<file path="config.mk">
export PLATFORM = sky130hd
export DESIGN_NAME = framed_command_packet_parser_core
export DESIGN_NICKNAME = d
export VERILOG_FILES = /design/src/rtl/fcp_pkg.sv /design/src/rtl/fcp_deframer.sv /design/src/rtl/fcp_decode.sv /design/src/rtl/fcp_out_buf.sv /design/src/rtl/framed_command_packet_parser_core.sv
export VERILOG_INCLUDE_DIRS = /design/src /design/src/rtl
export SDC_FILE = /design/constraint.sdc
export NUM_CORES = 1
export LEC_CHECK = 0
export ABC_AREA = 1
export BUFFER_PORTS_ARGS = -buffer_cell sky130_fd_sc_hd__buf_2
export CORE_UTILIZATION = 25
export DETAILED_ROUTE_END_ITERATION = 10
export GPL_TIMING_DRIVEN = 1
export RECOVER_POWER = 25
export SLEW_MARGIN = 5
export SYNTH_ARGS = -nofsm -noshare
export SYNTH_HDL_FRONTEND = slang
export SYNTH_SLANG_ARGS = --single-unit
</file>
<file path="constraint.sdc">
create_clock -name clk -period 5.9 [get_ports clk]
set_input_delay 0.295 -clock clk [delete_from_list [all_inputs] [get_ports clk]]
set_output_delay 0.295 -clock clk [all_outputs]
set_load 0.01 [all_outputs]
</file>
<file path="src/rtl/framed_command_packet_parser_core_defines.svh">
// Assertion macros for the framed command packet parser.
// Used by the top level; needs nothing else.
`ifndef FRAMED_COMMAND_PACKET_PARSER_CORE_DEFINES_SVH
`define FRAMED_COMMAND_PACKET_PARSER_CORE_DEFINES_SVH

// Same-cycle implication, checked on every clock edge out of reset.
`define FCP_ASSERT_NOW(label, clk, rst_n, cond, conc, msg) \
	label: assert property (@(posedge clk) disable iff (!(rst_n)) (cond) |-> (conc)) \
		else $error(msg);

// Next-cycle implication, checked on every clock edge out of reset.
`define FCP_ASSERT_NEXT(label, clk, rst_n, cond, conc, msg) \
	label: assert property (@(posedge clk) disable iff (!(rst_n)) (cond) |=> (conc)) \
		else $error(msg);

`endif

</file>
<file path="src/rtl/fcp_pkg.sv">
// Shared types and constants for the framed command packet parser.
// No dependencies.
package fcp_pkg;

	localparam int PAYLOAD_LEN = 5;
	localparam int PosW = (PAYLOAD_LEN > 1) ? $clog2(PAYLOAD_LEN) : 1;

	localparam logic [7:0] HEADER_RESET  = 8'hFF;
	localparam logic [7:0] TRAILER_RESET = 8'hFE;

	localparam logic [1:0] CFG_HEADER  = 2'd0;
	localparam logic [1:0] CFG_TRAILER = 2'd1;

	localparam logic [7:0] CMD_FORWARD = 8'h00;
	localparam logic [7:0] CMD_MOVE    = 8'h01;
	localparam logic [7:0] CMD_BACK    = 8'h02;
	localparam logic [7:0] CMD_LEFT    = 8'h03;
	localparam logic [7:0] CMD_RIGHT   = 8'h04;
	localparam logic [7:0] CMD_STOP    = 8'hFF;
	localparam logic [7:0] CMD_LINK    = 8'h1F;

	localparam logic [10:0] VALUE_MAX = 11'd1665;

	typedef enum logic [1:0] {
		PH_HUNT    = 2'd0,
		PH_PAYLOAD = 2'd1,
		PH_TRAILER = 2'd2
	} phase_t;

	typedef enum logic [2:0] {
		ACT_FORWARD = 3'd0,
		ACT_MOVE    = 3'd1,
		ACT_BACK    = 3'd2,
		ACT_LEFT    = 3'd3,
		ACT_RIGHT   = 3'd4,
		ACT_STOP    = 3'd5,
		ACT_LINK    = 3'd6,
		ACT_UNKNOWN = 3'd7
	} act_t;

	typedef logic [PAYLOAD_LEN-1:0][7:0] payload_t;

	typedef struct packed {
		logic [7:0]  command;
		act_t        action;
		logic [10:0] x_value;
		logic [10:0] y_value;
		logic [7:0]  spare_byte;
	} res_t;

endpackage

</file>
<file path="src/rtl/fcp_deframer.sv">
// Phase machine and payload store of the packet parser.
// Depends on fcp_pkg.
module fcp_deframer (
	input  logic                clk,
	input  logic                arst_n,
	input  logic                accept,
	input  logic [7:0]          rx_byte,
	input  logic [7:0]          header_byte,
	input  logic [7:0]          trailer_byte,
	output fcp_pkg::payload_t   payload,
	output logic                push
);
	import fcp_pkg::*;

	localparam logic [PosW-1:0] LastPos = PosW'(PAYLOAD_LEN - 1);

	phase_t          phase_q, phase_d;
	logic [PosW-1:0] pos_q, pos_d;
	payload_t        store_q;

	// next state
	always_comb begin
		phase_d = phase_q;
		pos_d   = pos_q;
		if (accept) begin
			case (phase_q)
				PH_PAYLOAD: begin
					pos_d = pos_q + PosW'(1);
					if (pos_q == LastPos) phase_d = PH_TRAILER;
				end
				PH_TRAILER: begin
					if (rx_byte == trailer_byte) phase_d = PH_HUNT;
				end
				default: begin
					if (rx_byte == header_byte) begin
						phase_d = PH_PAYLOAD;
						pos_d   = '0;
					end else begin
						phase_d = PH_HUNT;
					end
				end
			endcase
		end
	end

	// outputs
	always_comb begin
		case (phase_q)
			PH_TRAILER: push = accept && (rx_byte == trailer_byte);
			default:    push = 1'b0;
		endcase
	end

	always_ff @(posedge clk or negedge arst_n) begin
		if (!arst_n) begin
			phase_q <= PH_HUNT;
			pos_q   <= '0;
		end else begin
			phase_q <= phase_d;
			pos_q   <= pos_d;
		end
	end

	always_ff @(posedge clk) begin
		if (accept && phase_q == PH_PAYLOAD) store_q[pos_q] <= rx_byte;
	end

	assign payload = store_q;

endmodule

</file>
<file path="src/rtl/fcp_decode.sv">
// Result decode: action lookup and packed-decimal conversion.
// Depends on fcp_pkg.
module fcp_decode (
	input  fcp_pkg::payload_t payload,
	output fcp_pkg::res_t     res
);
	import fcp_pkg::*;

	logic [7:0] p0, p1, p2, p3;
	act_t       act;

	assign p0 = payload[0];
	assign p1 = payload[1];
	assign p2 = payload[2];
	assign p3 = payload[3];

	always_comb begin
		case (p0)
			CMD_FORWARD: act = ACT_FORWARD;
			CMD_MOVE:    act = ACT_MOVE;
			CMD_BACK:    act = ACT_BACK;
			CMD_LEFT:    act = ACT_LEFT;
			CMD_RIGHT:   act = ACT_RIGHT;
			CMD_STOP:    act = ACT_STOP;
			CMD_LINK:    act = ACT_LINK;
			default:     act = ACT_UNKNOWN;
		endcase
	end

	assign res.command = p0;
	assign res.action  = act;
	// hundreds*100 + tens*10 + units; nibbles are taken as they come
	assign res.x_value = 11'(p1[7:4]) * 11'd100 + 11'(p1[3:0]) * 11'd10 + 11'(p2[7:4]);
	assign res.y_value = 11'(p2[3:0]) * 11'd100 + 11'(p3[7:4]) * 11'd10 + 11'(p3[3:0]);

	// fifth byte exists only for payloads longer than four
	generate
		if (PAYLOAD_LEN > 4) begin : g_spare
			assign res.spare_byte = payload[4];
		end else begin : g_no_spare
			assign res.spare_byte = 8'h00;
		end
	endgenerate

endmodule

</file>
<file path="src/rtl/fcp_out_buf.sv">
// Two-entry result buffer: output register plus skid register.
// Depends on fcp_pkg.
module fcp_out_buf (
	input  logic           clk,
	input  logic           arst_n,
	input  logic           push,
	input  fcp_pkg::res_t  push_res,
	output logic           room,
	output logic           out_valid,
	input  logic           out_ready,
	output fcp_pkg::res_t  out_res
);
	import fcp_pkg::*;

	logic out_valid_q, skid_valid_q;
	res_t out_q, skid_q;
	logic pop;

	assign pop       = out_valid_q && out_ready;
	assign room      = !skid_valid_q;
	assign out_valid = out_valid_q;
	assign out_res   = out_q;

	always_ff @(posedge clk or negedge arst_n) begin
		if (!arst_n) begin
			out_valid_q  <= 1'b0;
			skid_valid_q <= 1'b0;
		end else if (skid_valid_q) begin
			if (pop) skid_valid_q <= 1'b0;
		end else if (push) begin
			if (out_valid_q && !pop) skid_valid_q <= 1'b1;
			else out_valid_q <= 1'b1;
		end else if (pop) begin
			out_valid_q <= 1'b0;
		end
	end

	always_ff @(posedge clk) begin
		if (skid_valid_q) begin
			if (pop) out_q <= skid_q;
		end else if (push) begin
			if (out_valid_q && !pop) skid_q <= push_res;
			else out_q <= push_res;
		end
	end

endmodule

</file>
<file path="src/rtl/framed_command_packet_parser_core.sv">
// A result is registered when its trailer item is accepted (into the skid register if output is held).
// Throughput: one item per cycle; in_ready drops only when both entries of
// the two-entry result buffer are full (output register and skid register).
// Reset (arst_n low, asynchronous): hunt for the header, empty the buffer,
// header_byte to 0xFF and trailer_byte to 0xFE. The payload store is not cleared.
module framed_command_packet_parser_core (
	input  logic        clk,
	input  logic        arst_n,
	// input channel
	input  logic        in_valid,
	output logic        in_ready,
	input  logic [7:0]  rx_byte,
	// result channel
	output logic        out_valid,
	input  logic        out_ready,
	output logic [7:0]  command,
	output logic [2:0]  action,
	output logic [10:0] x_value,
	output logic [10:0] y_value,
	output logic [7:0]  spare_byte,
	// configuration write channel
	input  logic        cfg_valid,
	output logic        cfg_ready,
	input  logic [1:0]  cfg_index,
	input  logic [7:0]  cfg_data
);
	import fcp_pkg::*;

	`include "framed_command_packet_parser_core_defines.svh"

	logic [7:0] header_q, trailer_q;
	logic       in_acc;
	logic       push;
	logic       room;
	payload_t   payload;
	res_t       dec_res, out_res;

	// Registers accept a write every cycle; out-of-range indexes drop.
	assign cfg_ready = 1'b1;

	always_ff @(posedge clk or negedge arst_n) begin
		if (!arst_n) begin
			header_q  <= HEADER_RESET;
			trailer_q <= TRAILER_RESET;
		end else if (cfg_valid) begin
			case (cfg_index)
				CFG_HEADER:  header_q  <= cfg_data;
				CFG_TRAILER: trailer_q <= cfg_data;
				default: ;
			endcase
		end
	end

	// Hold input while the buffer cannot take another result. Every item
	// may produce one, so readiness follows buffer room only.
	assign in_ready = room;
	assign in_acc   = in_valid && in_ready;

	// Phase machine: hunt for header, store payload, wait for trailer.
	fcp_deframer u_deframer (
		.clk          (clk),
		.arst_n       (arst_n),
		.accept       (in_acc),
		.rx_byte      (rx_byte),
		.header_byte  (header_q),
		.trailer_byte (trailer_q),
		.payload      (payload),
		.push         (push)
	);

	// Decode straight from the stored payload; every byte it reads was
	// written before the trailer could be matched.
	fcp_decode u_decode (
		.payload (payload),
		.res     (dec_res)
	);

	// Register the result; the skid entry lets input advance under stall.
	fcp_out_buf u_out_buf (
		.clk       (clk),
		.arst_n    (arst_n),
		.push      (push),
		.push_res  (dec_res),
		.room      (room),
		.out_valid (out_valid),
		.out_ready (out_ready),
		.out_res   (out_res)
	);

	assign command    = out_res.command;
	assign action     = out_res.action;
	assign x_value    = out_res.x_value;
	assign y_value    = out_res.y_value;
	assign spare_byte = out_res.spare_byte;

	`FCP_ASSERT_NEXT(a_push_shows, clk, arst_n, push, out_valid, "result pushed but not shown")
	`FCP_ASSERT_NOW(a_stall_has_out, clk, arst_n, !in_ready, out_valid, "input stalled with empty output")
	`FCP_ASSERT_NOW(a_x_range, clk, arst_n, out_valid, x_value <= VALUE_MAX, "x_value out of range")
	`FCP_ASSERT_NOW(a_y_range, clk, arst_n, out_valid, y_value <= VALUE_MAX, "y_value out of range")

endmodule
</file>
Word level (Yosys, flattened, before mapping)
Index checks and enable logic that the tools add are counted.
{"block": "totals", "ramBits": 0, "romBits": 0, "memories": 0, "inputBits": 23, "latch_bits": 0, "regBits": 145}
{"block": "classes", "reduce_logical": 20, "mul": 4, "bitwise_logic": 2, "div": 0, "n_addsub": 5, "eq_ne": 17, "n_lt_le_gt_ge": 2, "shifts": 0, "n_mux": 22}
{"cell": "$mux W41", "n": 4}
{"cell": "$bwmux W40", "n": 1}
{"cell": "$demux W8 S3", "n": 1}
{"cell": "$add A11 B4 Y11", "n": 2}
{"cell": "$add A11 B8 Y11", "n": 2}
{"cell": "$pmux W3 S7", "n": 1}
{"cell": "$mul A4 B5 Y9 const B", "n": 2}
{"cell": "$eq A8 B2 Y1 const B", "n": 2}
{"cell": "$eq A8 B8 Y1", "n": 2}
{"cell": "$reduce_and A3 Y1", "n": 5}
{"cell": "$mul A4 B3 Y7 const B", "n": 2}
{"cell": "$mux W1", "n": 9}
{"cell": "$eq A8 B1 Y1 const B", "n": 1}
{"cell": "$eq A8 B3 Y1 const B", "n": 1}
{"cell": "$eq A8 B5 Y1 const B", "n": 1}
{"cell": "$eq A8 B8 Y1 const B", "n": 1}
{"cell": "$logic_not A8 Y1", "n": 1}
{"cell": "$mux W8", "n": 1}
{"cell": "$logic_and A1 B1 Y1", "n": 6}
{"cell": "$ne A2 B1 Y1 const B", "n": 3}
{"cell": "$pmux W3 S2", "n": 1}
{"cell": "$reduce_bool A2 Y1", "n": 3}
{"cell": "$eq A2 B1 Y1 const B", "n": 2}
{"cell": "$lt A3 B4 Y1 const B", "n": 1}
{"cell": "other kinds (12)", "n": 17}

Longest topological paths before layout
{"block": "logic_depth", "word_depth": 6, "depth_mapped": 16, "depth_no_buf": 16}

Hierarchy
From an unflattened synthesis, not the netlist that was laid out.
{"block": "hier_totals", "hier_cells": 687, "area_unflattened_um2": 7474.7}
{"module": "fcp_out_buf", "n_inst": 1, "seq_area_each_um2": 2512.4, "area_each_um2": 3199.3, "cells_per_inst": 232}
{"module": "fcp_deframer", "n_inst": 1, "seq_area_each_um2": 1326.3, "area_each_um2": 1844.3, "cells_per_inst": 158}
{"module": "fcp_decode", "n_inst": 1, "seq_area_each_um2": 0.0, "area_each_um2": 1697.9, "cells_per_inst": 222}
{"module": "framed_command_packet_parser_core", "n_inst": 1, "seq_area_each_um2": 419.2, "area_each_um2": 733.2, "cells_per_inst": 75}

Least setup slack after synthesis
No wires, ideal clock.
{"block": "synth_path", "path_type": "reg2reg", "startpoint": "register trailer_q[1]", "endpoint": "register u_out_buf.out_q (netlist bit u_out_buf.out_res[0]), enable pin", "t_arrival_ns": 3.034, "t_required_ns": 5.447, "path_stages_with_launch": 6, "slack_ns": 2.413, "cell_sequence": "dfstp_2 -> xnor2_1 -> nand2_1 -> nor2_1 -> nand4_1 -> a21oi_1"}
{"block": "synth_between", "elab_chain_len": 5}
{"element": "start: declaration", "line_no": "framed_command_packet_parser_core.sv:31", "source": "logic [7:0] header_q, trailer_q;"}
{"element": "start signal: assignment", "line_no": "framed_command_packet_parser_core.sv:48", "source": "CFG_TRAILER: trailer_q <= cfg_data;"}
{"element": "$eq A8 B8 Y1", "line_no": "fcp_deframer.sv:49", "source": "PH_TRAILER: push = accept && (rx_byte == trailer_byte);"}
{"element": "$logic_and A1 B1 Y1", "line_no": "fcp_deframer.sv:49"}
{"element": "$mux W1", "line_no": "fcp_deframer.sv:48", "source": "case (phase_q)"}
{"element": "$reduce_bool A2 Y1 (no source line)"}
{"element": "$reduce_and A3 Y1 (no source line)"}
{"element": "end signal: assignment", "line_no": "fcp_out_buf.sv:40", "source": "if (pop) out_q <= skid_q;"}
{"element": "end signal: assignment", "line_no": "fcp_out_buf.sv:43", "source": "else out_q <= push_res;"}
{"element": "end: declaration", "line_no": "fcp_out_buf.sv:16", "source": "res_t out_q, skid_q;"}
Every way passes these cells.
A chain may end at the register's enable or synchronous reset.

==> impl_metrics.py <==
metrics = {
    "synthesis": {
        "synth.area.mux_share_pct": 0,
        "synth_top_family_by_area": "simple AND/OR/NAND/NOR gates",
        "synth_top_area_cell": "edfxtp_1",
        "netlist_area_um2": 7110,
        "syn_inst": 658,
        "synth_fa_ha_area_share_pct": 12.3,
        "synth_xor_area_share_pct": 2.82,
        "synth-seq-area-share_pct": 59.9,
        "syn_area_per_cell_um2": 10.8,
        "synth_area_leaders": "edfxtp_1, nand2_1, ha_1",
        "synth_warnings": 0,
        "ys_seq_elements": 145,
        "synthSimpleGateAreaFrac_pct": 17.0,
        "netlist.area_leader.share_pct": 51.5,
        "synth_nets": 745,
        "synth_compound_area_share_pct": 2.83,
        "synth_cell_types": 30,
    },
    "grt": {
        "antenna_found_initial": 0,
        "first_global_vias": 4471,
        "grtUsageTotal_pct": 10.1,
        "grt_max_degree": 51,
        "grt-ovfl-total": 0,
        "grt_pass1_wl_mm": 22.4,
    },
    "drt": {
        "drc_errors": 0,
        "postRouteAntennaNets": 0,
        "via_per_inst": 4.00,
        "wire_per_inst_um": 12.5,
        "firstDrtPassIters": 4,
        "drt-initial-drc-count": 251,
        "wl_mm": 14.0,
        "via_count": 4505,
    },
    "critical_path": {
        "path_max_fanout": 5,
        "slowest_stage": "edfxtp_1",
        "ff2ff_path_depth": 11,
        "crit_type": "flip-flop to flip-flop",
        "path_cells": "ha_1 > ha_1 > fa_1 > xor2_1 > ha_1 > ha_1 > a21oi_1 > or2_1 > nand3_1 > or2_1 > and2_1",
        "crit_arrival_ns": 3.35,
        "start_kind": "flip-flop",
        "path_common_cell": "ha_1",
        "startpoint": "u_deframer.payload[31]",
        "r2r-start": "u_deframer.payload[31]",
        "rr_endpoint": "u_out_buf.skid_q[17]",
        "regToRegSetupSlack_ns": 2.73,
        "cp-end-kind": "flip-flop",
        "max_stage_delay_ns": 0.44,
        "critPathRequiredTime_ns": 6.08,
    },
    "min_path": {
        "worstHoldPathType": "primary input to flip-flop",
        "whs_path_depth": 3,
        "min_from": "cfg_data[2]",
        "holdPathEnd": "trailer_q[2]",
    },
    "final_layout": {
        "area_growth_pct": 19.4,
        "final_cell_mix": "nand2_1, edfxtp_1, inv_1",
        "fin_area_um2": 8490,
        "seq_area_um2": 4260,
        "drive_above_1_share_pct": 14.7,
        "finalNetCount": 821,
        "fin_cells": 1125,
        "final_common_cell": "nand2_1",
        "num_antenna_cells": 0,
        "fill_cells": 2852,
        "multiInputGateArea_um2": 2510,
    },
    "floorplanning": {
        "die_area_um2": 29100,
        "start_util_pct": 25.5,
        "num_rows": 61,
        "core_um2": 27900,
        "pin_count": 67,
        "die-height_um": 171,
        "die_w_um": 171,
    },
    "clock_tree": {
        "path_clk_slew_ns": 0.07,
        "clkSinkCount": 145,
        "cts-root-to-sink-buffers": 2,
        "insertion_delay_ns": 0.43,
        "h-tree-depth": 4,
        "postCtsSetupBuffers": 0,
        "cts_inserted_buffers": 17,
        "cts_root_buf": "clkbuf_16",
        "cts_tree": "built",
    },
    "job": {
        "maxCapViolCount": 0,
    },
    "power": {
        "p_clk_share_pct": 46.3,
        "cellPowerDensity_nw_per_um2": 267,
        "power_frac_seq_pct": 50.4,
        "intPower_mw": 1.72,
        "p_leak_nw": 3.61,
        "pwr-share-comb_pct": 3.2,
        "p_sw_mw": 0.545,
        "switching_share_pct": 24.0,
        "ir_worst_vdd_v": 0.000171,
    },
    "placed_design": {
        "numPortBuffers": 65,
        "placed_cell_area_um2": 7890,
        "dpl.cell_count": 1092,
        "hpwlAfterDp_mm": 9.98,
        "place_congestion": 0.777,
    },
    "sta": {
        "fmax_ghz": 0.315,
        "tightest_slew_ns": 1.40,
        "relSlewSlack_pct": 6.63,
        "min_period_ns": 3.17,
        "hold_viol": 0,
        "timing.final.crit_share_pct": 53.8,
        "fin_setup_tns_ns": 0,
        "finClkSkew_ns": 0.0119,
        "maxSlewViolCount": 0,
        "rsz0062_at_grt": "no",
        "setup_violations": 0,
    },
    "run_status": {
        "status": "finished, final reports clean",
    },
}
==> state kept, by name, indices dropped and copies added (netlist names) <==
signal / flops
trailer_q: 8
u_out_buf.out_res: 41
header_q: 8
u_deframer.pos_q: 3
u_deframer.phase_q: 2
u_out_buf.skid_valid_q: 1
u_out_buf.skid_q: 41
u_out_buf.out_valid: 1
u_deframer.payload: 40
==> routing by layer <==
layer	vias up	track usage [%]	routed length, um
li1	2314	-	-
met1	2089	12.8	6630
met2	84	16.9	6750
met3	18	2.71	495
met4	0	2.90	141
met5	-	0	0
==> worst max-delay path by stage <==
stage,depth (start not counted),slack (ns),end
after CTS,11,2.72,u_out_buf.skid_q[17]
after floorplan,5,2.41,u_out_buf.out_res[0]
final,11,2.73,u_out_buf.skid_q[17]
after global routing,14,2.48,u_out_buf.skid_q[18]
after detailed placement,14,2.74,u_out_buf.skid_q[18]
after global placement,12,2.80,u_out_buf.out_res[17]
==> synthesized netlist by cell type (all sizes together) <==
| cell type | count |
|---|---|
| nor2 | 25 |
| and2 | 5 |
| xor2 | 13 |
| nand3b | 3 |
| o21ai | 27 |
| fa | 10 |
| a31oi | 3 |
| nor3 | 4 |
| dfrtp | 8 |
| clkbuf | 7 |
| nand2 | 218 |
| nand3 | 28 |
| nand4 | 9 |
| edfxtp | 122 |
| a21oi | 8 |
| buf | 5 |
| dfstp | 15 |
| conb | 1 |
| xnor2 | 9 |
| ha | 54 |
| o21bai | 1 |
| inv | 81 |
| or2 | 2 |
==> stage by stage <==
| stage | worst slack, ns | hold slack (ns) | utilization (%) | total power [mW] |
|---|---|---|---|---|
| final | 2.73 | 0.0952 | 30.5 | 2.27 |
| after global routing | 2.48 | 0.102 | 30.5 | 2.36 |
| after CTS | 2.72 | 0.0834 | 30.5 | 2.30 |
| after detailed placement | 2.74 | 0.317 | 28.3 | 1.24 |
| after global placement | 2.80 | 0.312 | 28.3 | 1.24 |
| after floorplan | 2.41 | -0.000591 | - | 1.21 |
==> cell type report <==
class	instances	share of cell area, %
clock inverter	15	2.01
timing repair buffer	69	4.08
sequential	145	50.2
tap	378	5.57
inverter	81	3.58
multi-input combinational	420	29.6
clock buffer	17	5.01
==> power groups by stage <==
stage / logic, mW / clock network, mW / registers (mW)
6_report: 0.0737 / 1.05 / 1.14
3_5_place_dp: 0.0748 / 0 / 1.17
4_1_cts: 0.0759 / 1.08 / 1.15
5_1_grt: 0.0859 / 1.12 / 1.15
2_1_floorplan: 0.0457 / 0 / 1.16
3_3_place_gp: 0.0722 / 0 / 1.17
==> worst max-delay path, delay by kind of cell, from the launching register on <==
family / cells / cell delay, ns
compound gates: 1 / 0.20
xor+xnor: 1 / 0.16
fa+ha+maj: 5 / 1.59
flops: 1 / 0.44
simple gates: 4 / 0.54
==> kinds of logic after synthesis <==
logic type | after synthesis
xor gates and xnor gates | 22
other | 1
and+or+nand+nor | 294
AOI/OAI and AO/OA | 39
buffers and inverters | 93
DFF | 145
adders and majority gates | 64
==> timing repair <==
action                                 CTS  global route
endpoints found under the hold margin    8             0
hold buffers                             1             0
gates resized for setup                  0             0
No activity file was read; power rests on OpenSTA's default activity.
